<file path="src/sv/tlru_pkg.sv">
// Shared types and constants for the two-way LRU cache tag lookup.
package tlru_pkg;

    localparam int ADDR_W = 32;
    localparam int CNT_W  = 32;

    typedef logic [ADDR_W-1:0] addr_t;
    typedef logic [CNT_W-1:0]  count_t;

    typedef enum logic
    {
        WAY0 = 1'b0,
        WAY1 = 1'b1
    } way_t;

endpackage

</file>
<file path="src/sv/two_way_lru_cache_tag_lookup.sv">
// Tag store of a two-way set-associative cache with LRU replacement.
//
// Request channel: req_valid / req_stall carry one byte address. A request
// is taken when req_valid is high and req_stall is low.
// Response channel: rsp_valid / rsp_stall carry one result per request:
// byte offset, line number, set, tag, way used, miss flag, eviction info,
// and running hit and miss counts (32 bits, wrapping).
// NUM_SETS must be a power of two.
//
// Operation: the tags and LRU bit of a set sit in one synchronous RAM,
// read into a register. A request reads the set when it is taken; in
// ST_LOOKUP the lookup compares, then writes back and loads the result
// register once that register is free. A new request waits until the
// write back to the same RAM is done; rsp_valid rises when the result
// register is loaded.
// A result waiting in the output register does not block the next request
// from being taken; it blocks only that request's write back.
// Reset clears the valid bits and both counters at once; the tag RAM
// needs no clearing, since entries are only read behind a valid bit.
// While rsp_stall holds a result, the result stays put and the lookup
// behind it waits without touching the cache state.
module two_way_lru_cache_tag_lookup
#(
    parameter int NUM_SETS    = 64,
    parameter int OFFSET_BITS = 5
)
(
    input  logic                                    clk,
    input  logic                                    rst_n,
    input  logic                                    req_valid,
    output logic                                    req_stall,
    input  tlru_pkg::addr_t                         address,
    output logic                                    rsp_valid,
    input  logic                                    rsp_stall,
    output logic [OFFSET_BITS-1:0]                  byte_offset,
    output logic [tlru_pkg::ADDR_W-OFFSET_BITS-1:0] line_number,
    output logic [$clog2(NUM_SETS)-1:0]             set_index,
    output logic                                    way_used,
    output logic [tlru_pkg::ADDR_W-OFFSET_BITS-$clog2(NUM_SETS)-1:0] tag_value,
    output logic                                    is_miss,
    output logic                                    replaced_valid,
    output logic [tlru_pkg::ADDR_W-OFFSET_BITS-$clog2(NUM_SETS)-1:0] evicted_tag,
    output tlru_pkg::count_t                        hits_so_far,
    output tlru_pkg::count_t                        misses_so_far
);

    import tlru_pkg::*;

    localparam int SET_BITS = $clog2(NUM_SETS);
    localparam int LINE_W   = ADDR_W - OFFSET_BITS;
    localparam int TAG_W    = LINE_W - SET_BITS;

    typedef logic [SET_BITS-1:0] set_t;
    typedef logic [TAG_W-1:0]    tag_t;

    // RAM entry: most recently used way, then the tags of way 1 and way 0
    typedef struct packed
    {
        way_t recent;
        tag_t tag1;
        tag_t tag0;
    } entry_t;

    typedef enum logic
    {
        ST_IDLE,
        ST_LOOKUP
    } state_t;

    state_t state_reg;

    entry_t tag_mem [NUM_SETS];
    entry_t rd_entry_reg;

    logic [1:0] valid_reg [NUM_SETS];

    addr_t  addr_reg;
    count_t hit_cnt_reg;
    count_t miss_cnt_reg;

    logic                rsp_valid_reg;
    logic [OFFSET_BITS-1:0] byte_offset_reg;
    logic [LINE_W-1:0]   line_number_reg;
    set_t                set_index_reg;
    way_t                way_used_reg;
    tag_t                tag_value_reg;
    logic                is_miss_reg;
    logic                replaced_valid_reg;
    tag_t                evicted_tag_reg;

    logic   req_take;
    set_t   req_set;
    set_t   cur_set;
    tag_t   cur_tag;
    logic [1:0] cur_valid;
    way_t   cur_recent;
    logic   hit0;
    logic   hit1;
    logic   miss;
    way_t   way_sel;
    logic   repl;
    tag_t   evict;
    logic   complete;
    entry_t wr_entry;

    assign req_stall = (state_reg != ST_IDLE);
    assign req_take  = req_valid && !req_stall;
    assign req_set   = address[OFFSET_BITS +: SET_BITS];

    assign cur_set   = addr_reg[OFFSET_BITS +: SET_BITS];
    assign cur_tag   = addr_reg[ADDR_W-1 -: TAG_W];
    assign cur_valid = valid_reg[cur_set];

    // a set never touched reads as way 1 most recent
    assign cur_recent = (cur_valid == 2'b00) ? WAY1 : rd_entry_reg.recent;

    assign hit0 = cur_valid[0] && (rd_entry_reg.tag0 == cur_tag);
    assign hit1 = cur_valid[1] && (rd_entry_reg.tag1 == cur_tag);
    assign miss = !hit0 && !hit1;

    always_comb
    begin
        if (miss)
        begin
            way_sel = (cur_recent == WAY1) ? WAY0 : WAY1;
        end
        else
        begin
            way_sel = hit1 ? WAY1 : WAY0;
        end
    end

    assign repl  = miss && cur_valid[way_sel];
    assign evict = !repl ? '0 : ((way_sel == WAY1) ? rd_entry_reg.tag1 : rd_entry_reg.tag0);

    // write back only once the result register can take the result
    assign complete = (state_reg == ST_LOOKUP) && (!rsp_valid_reg || !rsp_stall);

    always_comb
    begin
        wr_entry        = rd_entry_reg;
        wr_entry.recent = way_sel;
        if (way_sel == WAY1)
        begin
            wr_entry.tag1 = cur_tag;
        end
        else
        begin
            wr_entry.tag0 = cur_tag;
        end
    end

    // tag RAM: read on request, write back on completion, never both at once
    always_ff @(posedge clk)
    begin
        if (complete)
        begin
            tag_mem[cur_set] <= wr_entry;
        end
        if (req_take)
        begin
            rd_entry_reg <= tag_mem[req_set];
        end
    end

    always_ff @(posedge clk)
    begin
        if (req_take)
        begin
            addr_reg <= address;
        end
        if (complete)
        begin
            byte_offset_reg    <= addr_reg[OFFSET_BITS-1:0];
            line_number_reg    <= addr_reg[ADDR_W-1:OFFSET_BITS];
            set_index_reg      <= cur_set;
            way_used_reg       <= way_sel;
            tag_value_reg      <= cur_tag;
            is_miss_reg        <= miss;
            replaced_valid_reg <= repl;
            evicted_tag_reg    <= evict;
        end
    end

    always_ff @(posedge clk or negedge rst_n)
    begin
        if (!rst_n)
        begin
            state_reg     <= ST_IDLE;
            rsp_valid_reg <= 1'b0;
            hit_cnt_reg   <= '0;
            miss_cnt_reg  <= '0;
            for (int i = 0; i < NUM_SETS; i++)
            begin
                valid_reg[i] <= 2'b00;
            end
        end
        else
        begin
            if (rsp_valid_reg && !rsp_stall && !complete)
            begin
                rsp_valid_reg <= 1'b0;
            end
            case (state_reg)
                ST_IDLE:
                begin
                    if (req_take)
                    begin
                        state_reg <= ST_LOOKUP;
                    end
                end
                ST_LOOKUP:
                begin
                    if (complete)
                    begin
                        state_reg     <= ST_IDLE;
                        rsp_valid_reg <= 1'b1;
                        valid_reg[cur_set][way_sel] <= 1'b1;
                        if (miss)
                        begin
                            miss_cnt_reg <= miss_cnt_reg + 1'b1;
                        end
                        else
                        begin
                            hit_cnt_reg <= hit_cnt_reg + 1'b1;
                        end
                    end
                end
                default:
                begin
                    state_reg <= ST_IDLE;
                end
            endcase
        end
    end

    assign rsp_valid      = rsp_valid_reg;
    assign byte_offset    = byte_offset_reg;
    assign line_number    = line_number_reg;
    assign set_index      = set_index_reg;
    assign way_used       = way_used_reg;
    assign tag_value      = tag_value_reg;
    assign is_miss        = is_miss_reg;
    assign replaced_valid = replaced_valid_reg;
    assign evicted_tag    = evicted_tag_reg;
    assign hits_so_far    = hit_cnt_reg;
    assign misses_so_far  = miss_cnt_reg;

    // a fill only happens on a miss, so both ways can never match
    assert property (@(posedge clk) disable iff (!rst_n)
        (state_reg == ST_LOOKUP) |-> !(hit0 && hit1))
    else $error("tag matches in both ways of a set");

    // each completed request bumps exactly one counter
    assert property (@(posedge clk) disable iff (!rst_n)
        complete |=> (hit_cnt_reg + miss_cnt_reg) ==
                     ($past(hit_cnt_reg) + $past(miss_cnt_reg) + 1'b1))
    else $error("hit/miss counters out of step");

    // the used way is valid after write back
    assert property (@(posedge clk) disable iff (!rst_n)
        complete |=> valid_reg[$past(cur_set)][$past(way_sel)])
    else $error("used way not marked valid");

    // a hit never reports an eviction
    assert property (@(posedge clk) disable iff (!rst_n)
        (rsp_valid_reg && !is_miss_reg) |-> (!replaced_valid_reg && evicted_tag_reg == '0))
    else $error("eviction reported on a hit");

    // no write back while a result is still stalled
    assert property (@(posedge clk) disable iff (!rst_n)
        (rsp_valid_reg && rsp_stall) |-> !complete)
    else $error("result register overwritten while stalled");

endmodule
</file>
<file path="config.mk">
export PLATFORM = sky130hd
export DESIGN_NAME = two_way_lru_cache_tag_lookup
export DESIGN_NICKNAME = d
export VERILOG_FILES = /design/src/sv/tlru_pkg.sv /design/src/sv/two_way_lru_cache_tag_lookup.sv
export SDC_FILE = /design/constraint.sdc
export NUM_CORES = 2
export LEC_CHECK = 0
export BUFFER_PORTS_ARGS = -buffer_cell sky130_fd_sc_hd__clkbuf_2
export CORE_MARGIN = 1.5
export CORE_UTILIZATION = 60
export DETAILED_ROUTE_END_ITERATION = 10
export HOLD_SLACK_MARGIN = 0.05
export PLACE_DENSITY_LB_ADDON = 0.12
export SKIP_LAST_GASP = 1
export SLEW_MARGIN = 0
export SYNTH_ARGS = -nofsm -noshare
export SYNTH_HDL_FRONTEND = slang
export SYNTH_SLANG_ARGS = --single-unit
</file>
<file path="constraint.sdc">
create_clock -name clk -period 8.5 [get_ports clk]
set_clock_uncertainty 0.1 [all_clocks]
set_input_delay 1.7 -clock clk [delete_from_list [all_inputs] [get_ports clk]]
set_output_delay 1.7 -clock clk [all_outputs]
set_load 0.01 [all_outputs]
</file>
---- Word-level counts from Yosys, hierarchy flattened ----
Memory sizes are Yosys's and may differ from the RTL's. A register that Yosys moved wholly into a read port is not among the register bits.
Cells that the tools add are included.
operators by class
  add/subtract/negate cells ............... 2
  magnitude comparators ................... 4
  eq/ne operators ......................... 2
  multiplexer cells ....................... 24
  bitwise gates (word level) .............. 4
  reduce and logical (&&, ||, !) cells .... 21
operators with widths
  kind                     number
  $or A128 B128 Y128       1
  $add A32 B1 Y32 const B  2
  $mux W21                 3
  $eq A21 B21 Y1           2
  $mux W1                  14
  $bmux W2 S6              1
  $demux W2 S6             1
  $logic_and A1 B1 Y1      10
  $ge A7 B7 Y1 const B     1
  $lt A7 B1 Y1 const B     1
  $not A6 Y7               1
  $logic_not A1 Y1         6
  $mux W2                  3
  $reduce_and A3 Y1        2
  $logic_not A2 Y1         1
  $lt A1 B2 Y1 const B     1
  $not A1 Y1               2
  $pmux W1 S2              1
  $reduce_and A2 Y1        1
  $demux W1 S1             1
  $ge A1 B1 Y1 const B     1
  $logic_or A1 B1 Y1       1
storage, ports and cells
  register bits after elaboration ......... 309
  RAM bits ................................ 2752
  input bits .............................. 36
  output and inout port bits .............. 149
  memories ................................ 1
memory list
  name     words  width  read ports  clocked after Yosys merged registers in  wr ports  RTL line                            RTL
  tag_mem  64     43     1           1                                        1         two_way_lru_cache_tag_lookup.sv:72  entry_t tag_mem [NUM_SETS];

---- Longest topological paths before layout ----
  depth in word-level cells ............... 15
  depth in mapped cells ................... 14
  depth with buffers taken out ............ 8

---- Worst setup path after synthesis ----
OpenSTA, ideal clock, no wires.
  path kind ............................... input to register
  start point ............................. input rsp_stall
  end point ............................... memory tag_mem[55][0] in the netlist's numbering (enable)
  arrival time ............................ 7050 ps
  required time ........................... 7899 ps
  slack ................................... 849 ps
  cell stages on the path ................. 6
  path buffers ............................ 1
  path through ............................ nand2_1 -> nand2_1 -> clkinv_1 -> clkbuf_1 -> nand2_1 -> nor3_1
on the way
  longest elaborated chain between the ends .. 5
RTL lines
  item                           RTL line                             RTL
  from (decl)                    two_way_lru_cache_tag_lookup.sv:34   input logic rsp_stall,
  $logic_not A1 Y1               two_way_lru_cache_tag_lookup.sv:137  assign complete = (state_reg == ST_LOOKUP) && (!rsp_valid_reg || !rsp_stall);
  $logic_or A1 B1 Y1             two_way_lru_cache_tag_lookup.sv:137
  $logic_and A1 B1 Y1            two_way_lru_cache_tag_lookup.sv:137
  named net complete             two_way_lru_cache_tag_lookup.sv:103  logic complete;
  $mux W1                        two_way_lru_cache_tag_lookup.sv:156  if (complete)
  $mux W1 (not written as such)  two_way_lru_cache_tag_lookup.sv:158  tag_mem[cur_set] <= wr_entry;
  to (decl)                      two_way_lru_cache_tag_lookup.sv:72
The timed path passes the listed nets, and every way through them passes these cells.

==> impl_results.md <==
* Max layer used: met5
* Share of synthesized area occupied by flip-flops and latches at 76.9%
* Unrepaired setup endpoints after global routing: false
* Routed WL at 331,000 um
* Hold violation total from the final report at 0
* Via count of the first global-routing pass at 57,400
* Number of cells on the worst reg-to-reg path at 12
* Critical Path Start: addr_reg[20]$_DFFE_PP_
* Ratio of cells with drive above 1 in the final layout at 31.7%
* Number of instances in the synthesized netlist at just over 5,000
* Post-synthesis share of cell area spent on and, or, nand and nor gates at 1.41%
* Post-layout min period at 6.58 ns
* Routability Congestion at 0.956
* Antenna violations before repair at 10
* Detailed Routing Iterations Pass 1 at 5
* Int Power at 26.0 mW
* WL/cell at ~40 um
* Net switching power at 7.44 mW
* Number of buffers between clock root and the deepest sink at 4
* Global-route wire length before repair at 455,000 um
* Combinational share of power at around 7.1%
* Placed cell areas at ~120,000 um2
* Commonest non-fill, non-tap cell in the layout: edfxtp_1
* Number of buffers inserted for hold repair after clock tree synthesis at 0
* Peak VDD IR at 0.000238 V
* Most frequent cells in the layout: edfxtp_1 (2,883), mux4_2 (902), clkbuf_16 (328)
* Area fraction in compound gates after synthesis at 1.75%
* Met3 wire length at 37,000 um
* Final std cell area, no fill at 134,000 um2
* First DRT Iteration DRCs at 9,299
* Share of the synthesized netlist area taken by xor and xnor gates at 0.766%
* Required time at the worst-slack endpoint at 8.98 ns
* Syn avg cell area at roughly 23 um2
* GRT Util Overall at 33.4%
* Total leakage power at 44.1 nW
* Clock Root Buffer: clkbuf_16
* Detailed placer's ending HPWL at 173,000 um
* Number of distinct library cells after synthesis at 65
* Die area at between 200,000 and 250,000 um2
* Number of flip-flops under the largest register name at 2,752
* Largest family of logic cells by synthesized area: multiplexers
* Area share of fa/ha/maj cells after synthesis at less than 1%
* Horizontal die dimension at between 400 and 500 um
* Worst Setup End Kind: flop
* Critical path destination: tag_mem[42][14]$_DFFE_PP_
* Met2 routed WL at 158,000 um
* Portion of synthesized cell area occupied by the leading cell type at between 70 and 80%
* Final-report max-slew violation count at 0
* Post-synthesis async set-or-reset flop share at 6.30%
* Critical path class: reg2reg
* Detail Route Antenna Nets at 0
* Total grt overflow at 0
* CP Launch Type: flop
* Synthesized cell area at ~120,000 um2
* Final Util at 68.0%
* TritonCTS Buffers at 322
* Skew-Pair Late Insertion Delay at 0.95 ns
* Yosys warning total at 0
* Final count of negative-setup-slack endpoints at 0
* CTS tree: yes
* Core Rows at between 150 and 200
* Sw Ratio at between 20% and 30%
* Path category of the worst min-delay check: reg2reg
* Vias per cell at 7.11
* Timing-limited maximum frequency at between 0.15 and 0.2 GHz
* Net count of the mapped netlist at 5,139
* Area inside the core boundary at 197,000 um2
* Met1 wire length at 121,000 um
* Initial cell density of the core at 60.3%
* Worst path arrival time at around 7 ns
* Share of synthesized area spent on multiplexers at 18.0%
* Clk sinks at around 3,100
* Input/output buffers at 184
* Total via count after detailed routing at ~59,000
* FF+latch count, synth at 3,077
* Count of instances resized after the clock tree is built at 0
* Final net count at 5,501
* Layout overhead on the synthesized area at 12.8%
* Hold-critical path depth at 0
* Worst slew slack as a fraction of its limit at 8.18%
* FF-to-FF setup slack at approximately 1.9 ns
* Outcome: finished, final reports clean
* DIE HEIGHT at approximately 450 um
* Number of enable-type register cells in the synthesized netlist at just under 3,000
* Leading cell types by total area after synthesis: edfxtp_1 (73%), mux4_2 (17%), dfrtp_1 (4.1%), a21o_1 (0.82%), clkbuf_1 (0.61%)
* Maximum fanout along the worst path at 64
* Summed negative setup slack over all endpoints at 0 ns
* Post-route DRC at 0
* Post-synth top area cell: edfxtp_1
* Total power after layout at roughly 33 mW
* Reg-to-reg critical path startpoint: addr_reg[20]$_DFFE_PP_
* WHS at about 0.32 ns
* Share of power burned in registers at 52.8%
* Post-CTS Setup Inserts at 0
* PwrDens at about 250 nW/um2
* Number of placed I/O pins at 185
* Maximum number of pins on one net before global-route repair at 131
* Tcrit/Tclk final at 77.5%
* Slew of the pin with the lowest slew margin at 1.36 ns
* H-tree lvl count at 5
* CTS clk-pin slew, worst paths at around 0.06 ns
* Most common flop cell mapped by yosys: edfxtp_1
* Endpoint of the worst register-to-register path: tag_mem[42][14]$_DFFE_PP_
* Clock power share at 40.1%
* Max Cap Violations at 0
==> synthesized netlist by cell type, types with 39 or more instances <==
library cell,count
a21o_1,130
buf_1,59
clkbuf_1,192
dfrtp_1,194
edfxtp_1,2883
mux2i_1,50
mux4_2,902
nand2_1,39
nor2_1,76
o2111ai_1,49
xnor2_1,49
xor2_1,55
==> layer usage <==
layer | vias to the layer above | track usage, %
li1 | 22600 | -
met5 | - | 0
met1 | 32100 | 46.7
met3 | 715 | 7.27
met2 | 4027 | 52.2
met4 | 8 | 13.2
==> kinds of logic after synthesis <==
logic type | Yosys count
xor gates and xnor gates | 104
DFF | 3077
AOI/OAI and AO/OA | 273
adders and majority gates | 2
and+or+nand+nor | 308
buffers and inverters | 329
muxes | 1008
==> critical path, cell delays in order (launching register included) <==
cell and delay [ns]:
edfxtp_1 0.53, xor2_1 0.22, nor4_1 1.13, nand4_1 0.21, nor4_1 0.50, buf_4 0.24
o31a_1 0.84, a311oi_4 0.08, buf_4 0.37, inv_4 0.59, buf_4 0.59, mux2_1 0.41
buf_4 0.29
==> power by group through the flow <==
stage          Combinational (mW)  Clock [mW]  Sequential (mW)
2_1_floorplan                1.50           0             17.8
3_3_place_gp                 2.28           0             17.9
3_5_place_dp                 2.35           0             17.9
4_1_cts                      2.36        13.6             17.6
5_1_grt                      2.51        14.1             17.6
6_report                     2.37        13.4             17.6
==> cell type report <==
cell class	count	area (um2)
timing repair buffer	355	2760
clock inverter	139	1260
fill	12100	63100
clock buffer	422	8630
tap	2640	3300
antenna	8	20.0
multi-input combinational	1695	26700
sequential	3077	91400
inverter	12	50.0
==> per-stage QoR <==
stage | worst slack [ns] | std cells
finish | 1.92 | 8348
global route | 1.98 | 8343
CTS | 2.34 | 8340
detailed placement | 2.34 | 7779
global placement | 2.34 | 7779
floorplan | 0.849 | 5101
==> worst min-delay path by stage <==
stage / to / slack (ns) / startpoint
2_1_floorplan: byte_offset[0]$_DFFE_PP_ / 0.30 / addr_reg[0]$_DFFE_PP_
3_3_place_gp: byte_offset[3]$_DFFE_PP_ / 0.31 / addr_reg[3]$_DFFE_PP_
3_5_place_dp: byte_offset[2]$_DFFE_PP_ / 0.31 / addr_reg[2]$_DFFE_PP_
4_1_cts: byte_offset[2]$_DFFE_PP_ / 0.32 / addr_reg[2]$_DFFE_PP_
5_1_grt: byte_offset[2]$_DFFE_PP_ / 0.32 / addr_reg[2]$_DFFE_PP_
6_report: byte_offset[2]$_DFFE_PP_ / 0.32 / addr_reg[2]$_DFFE_PP_
(Power assumes the default switching activity.)
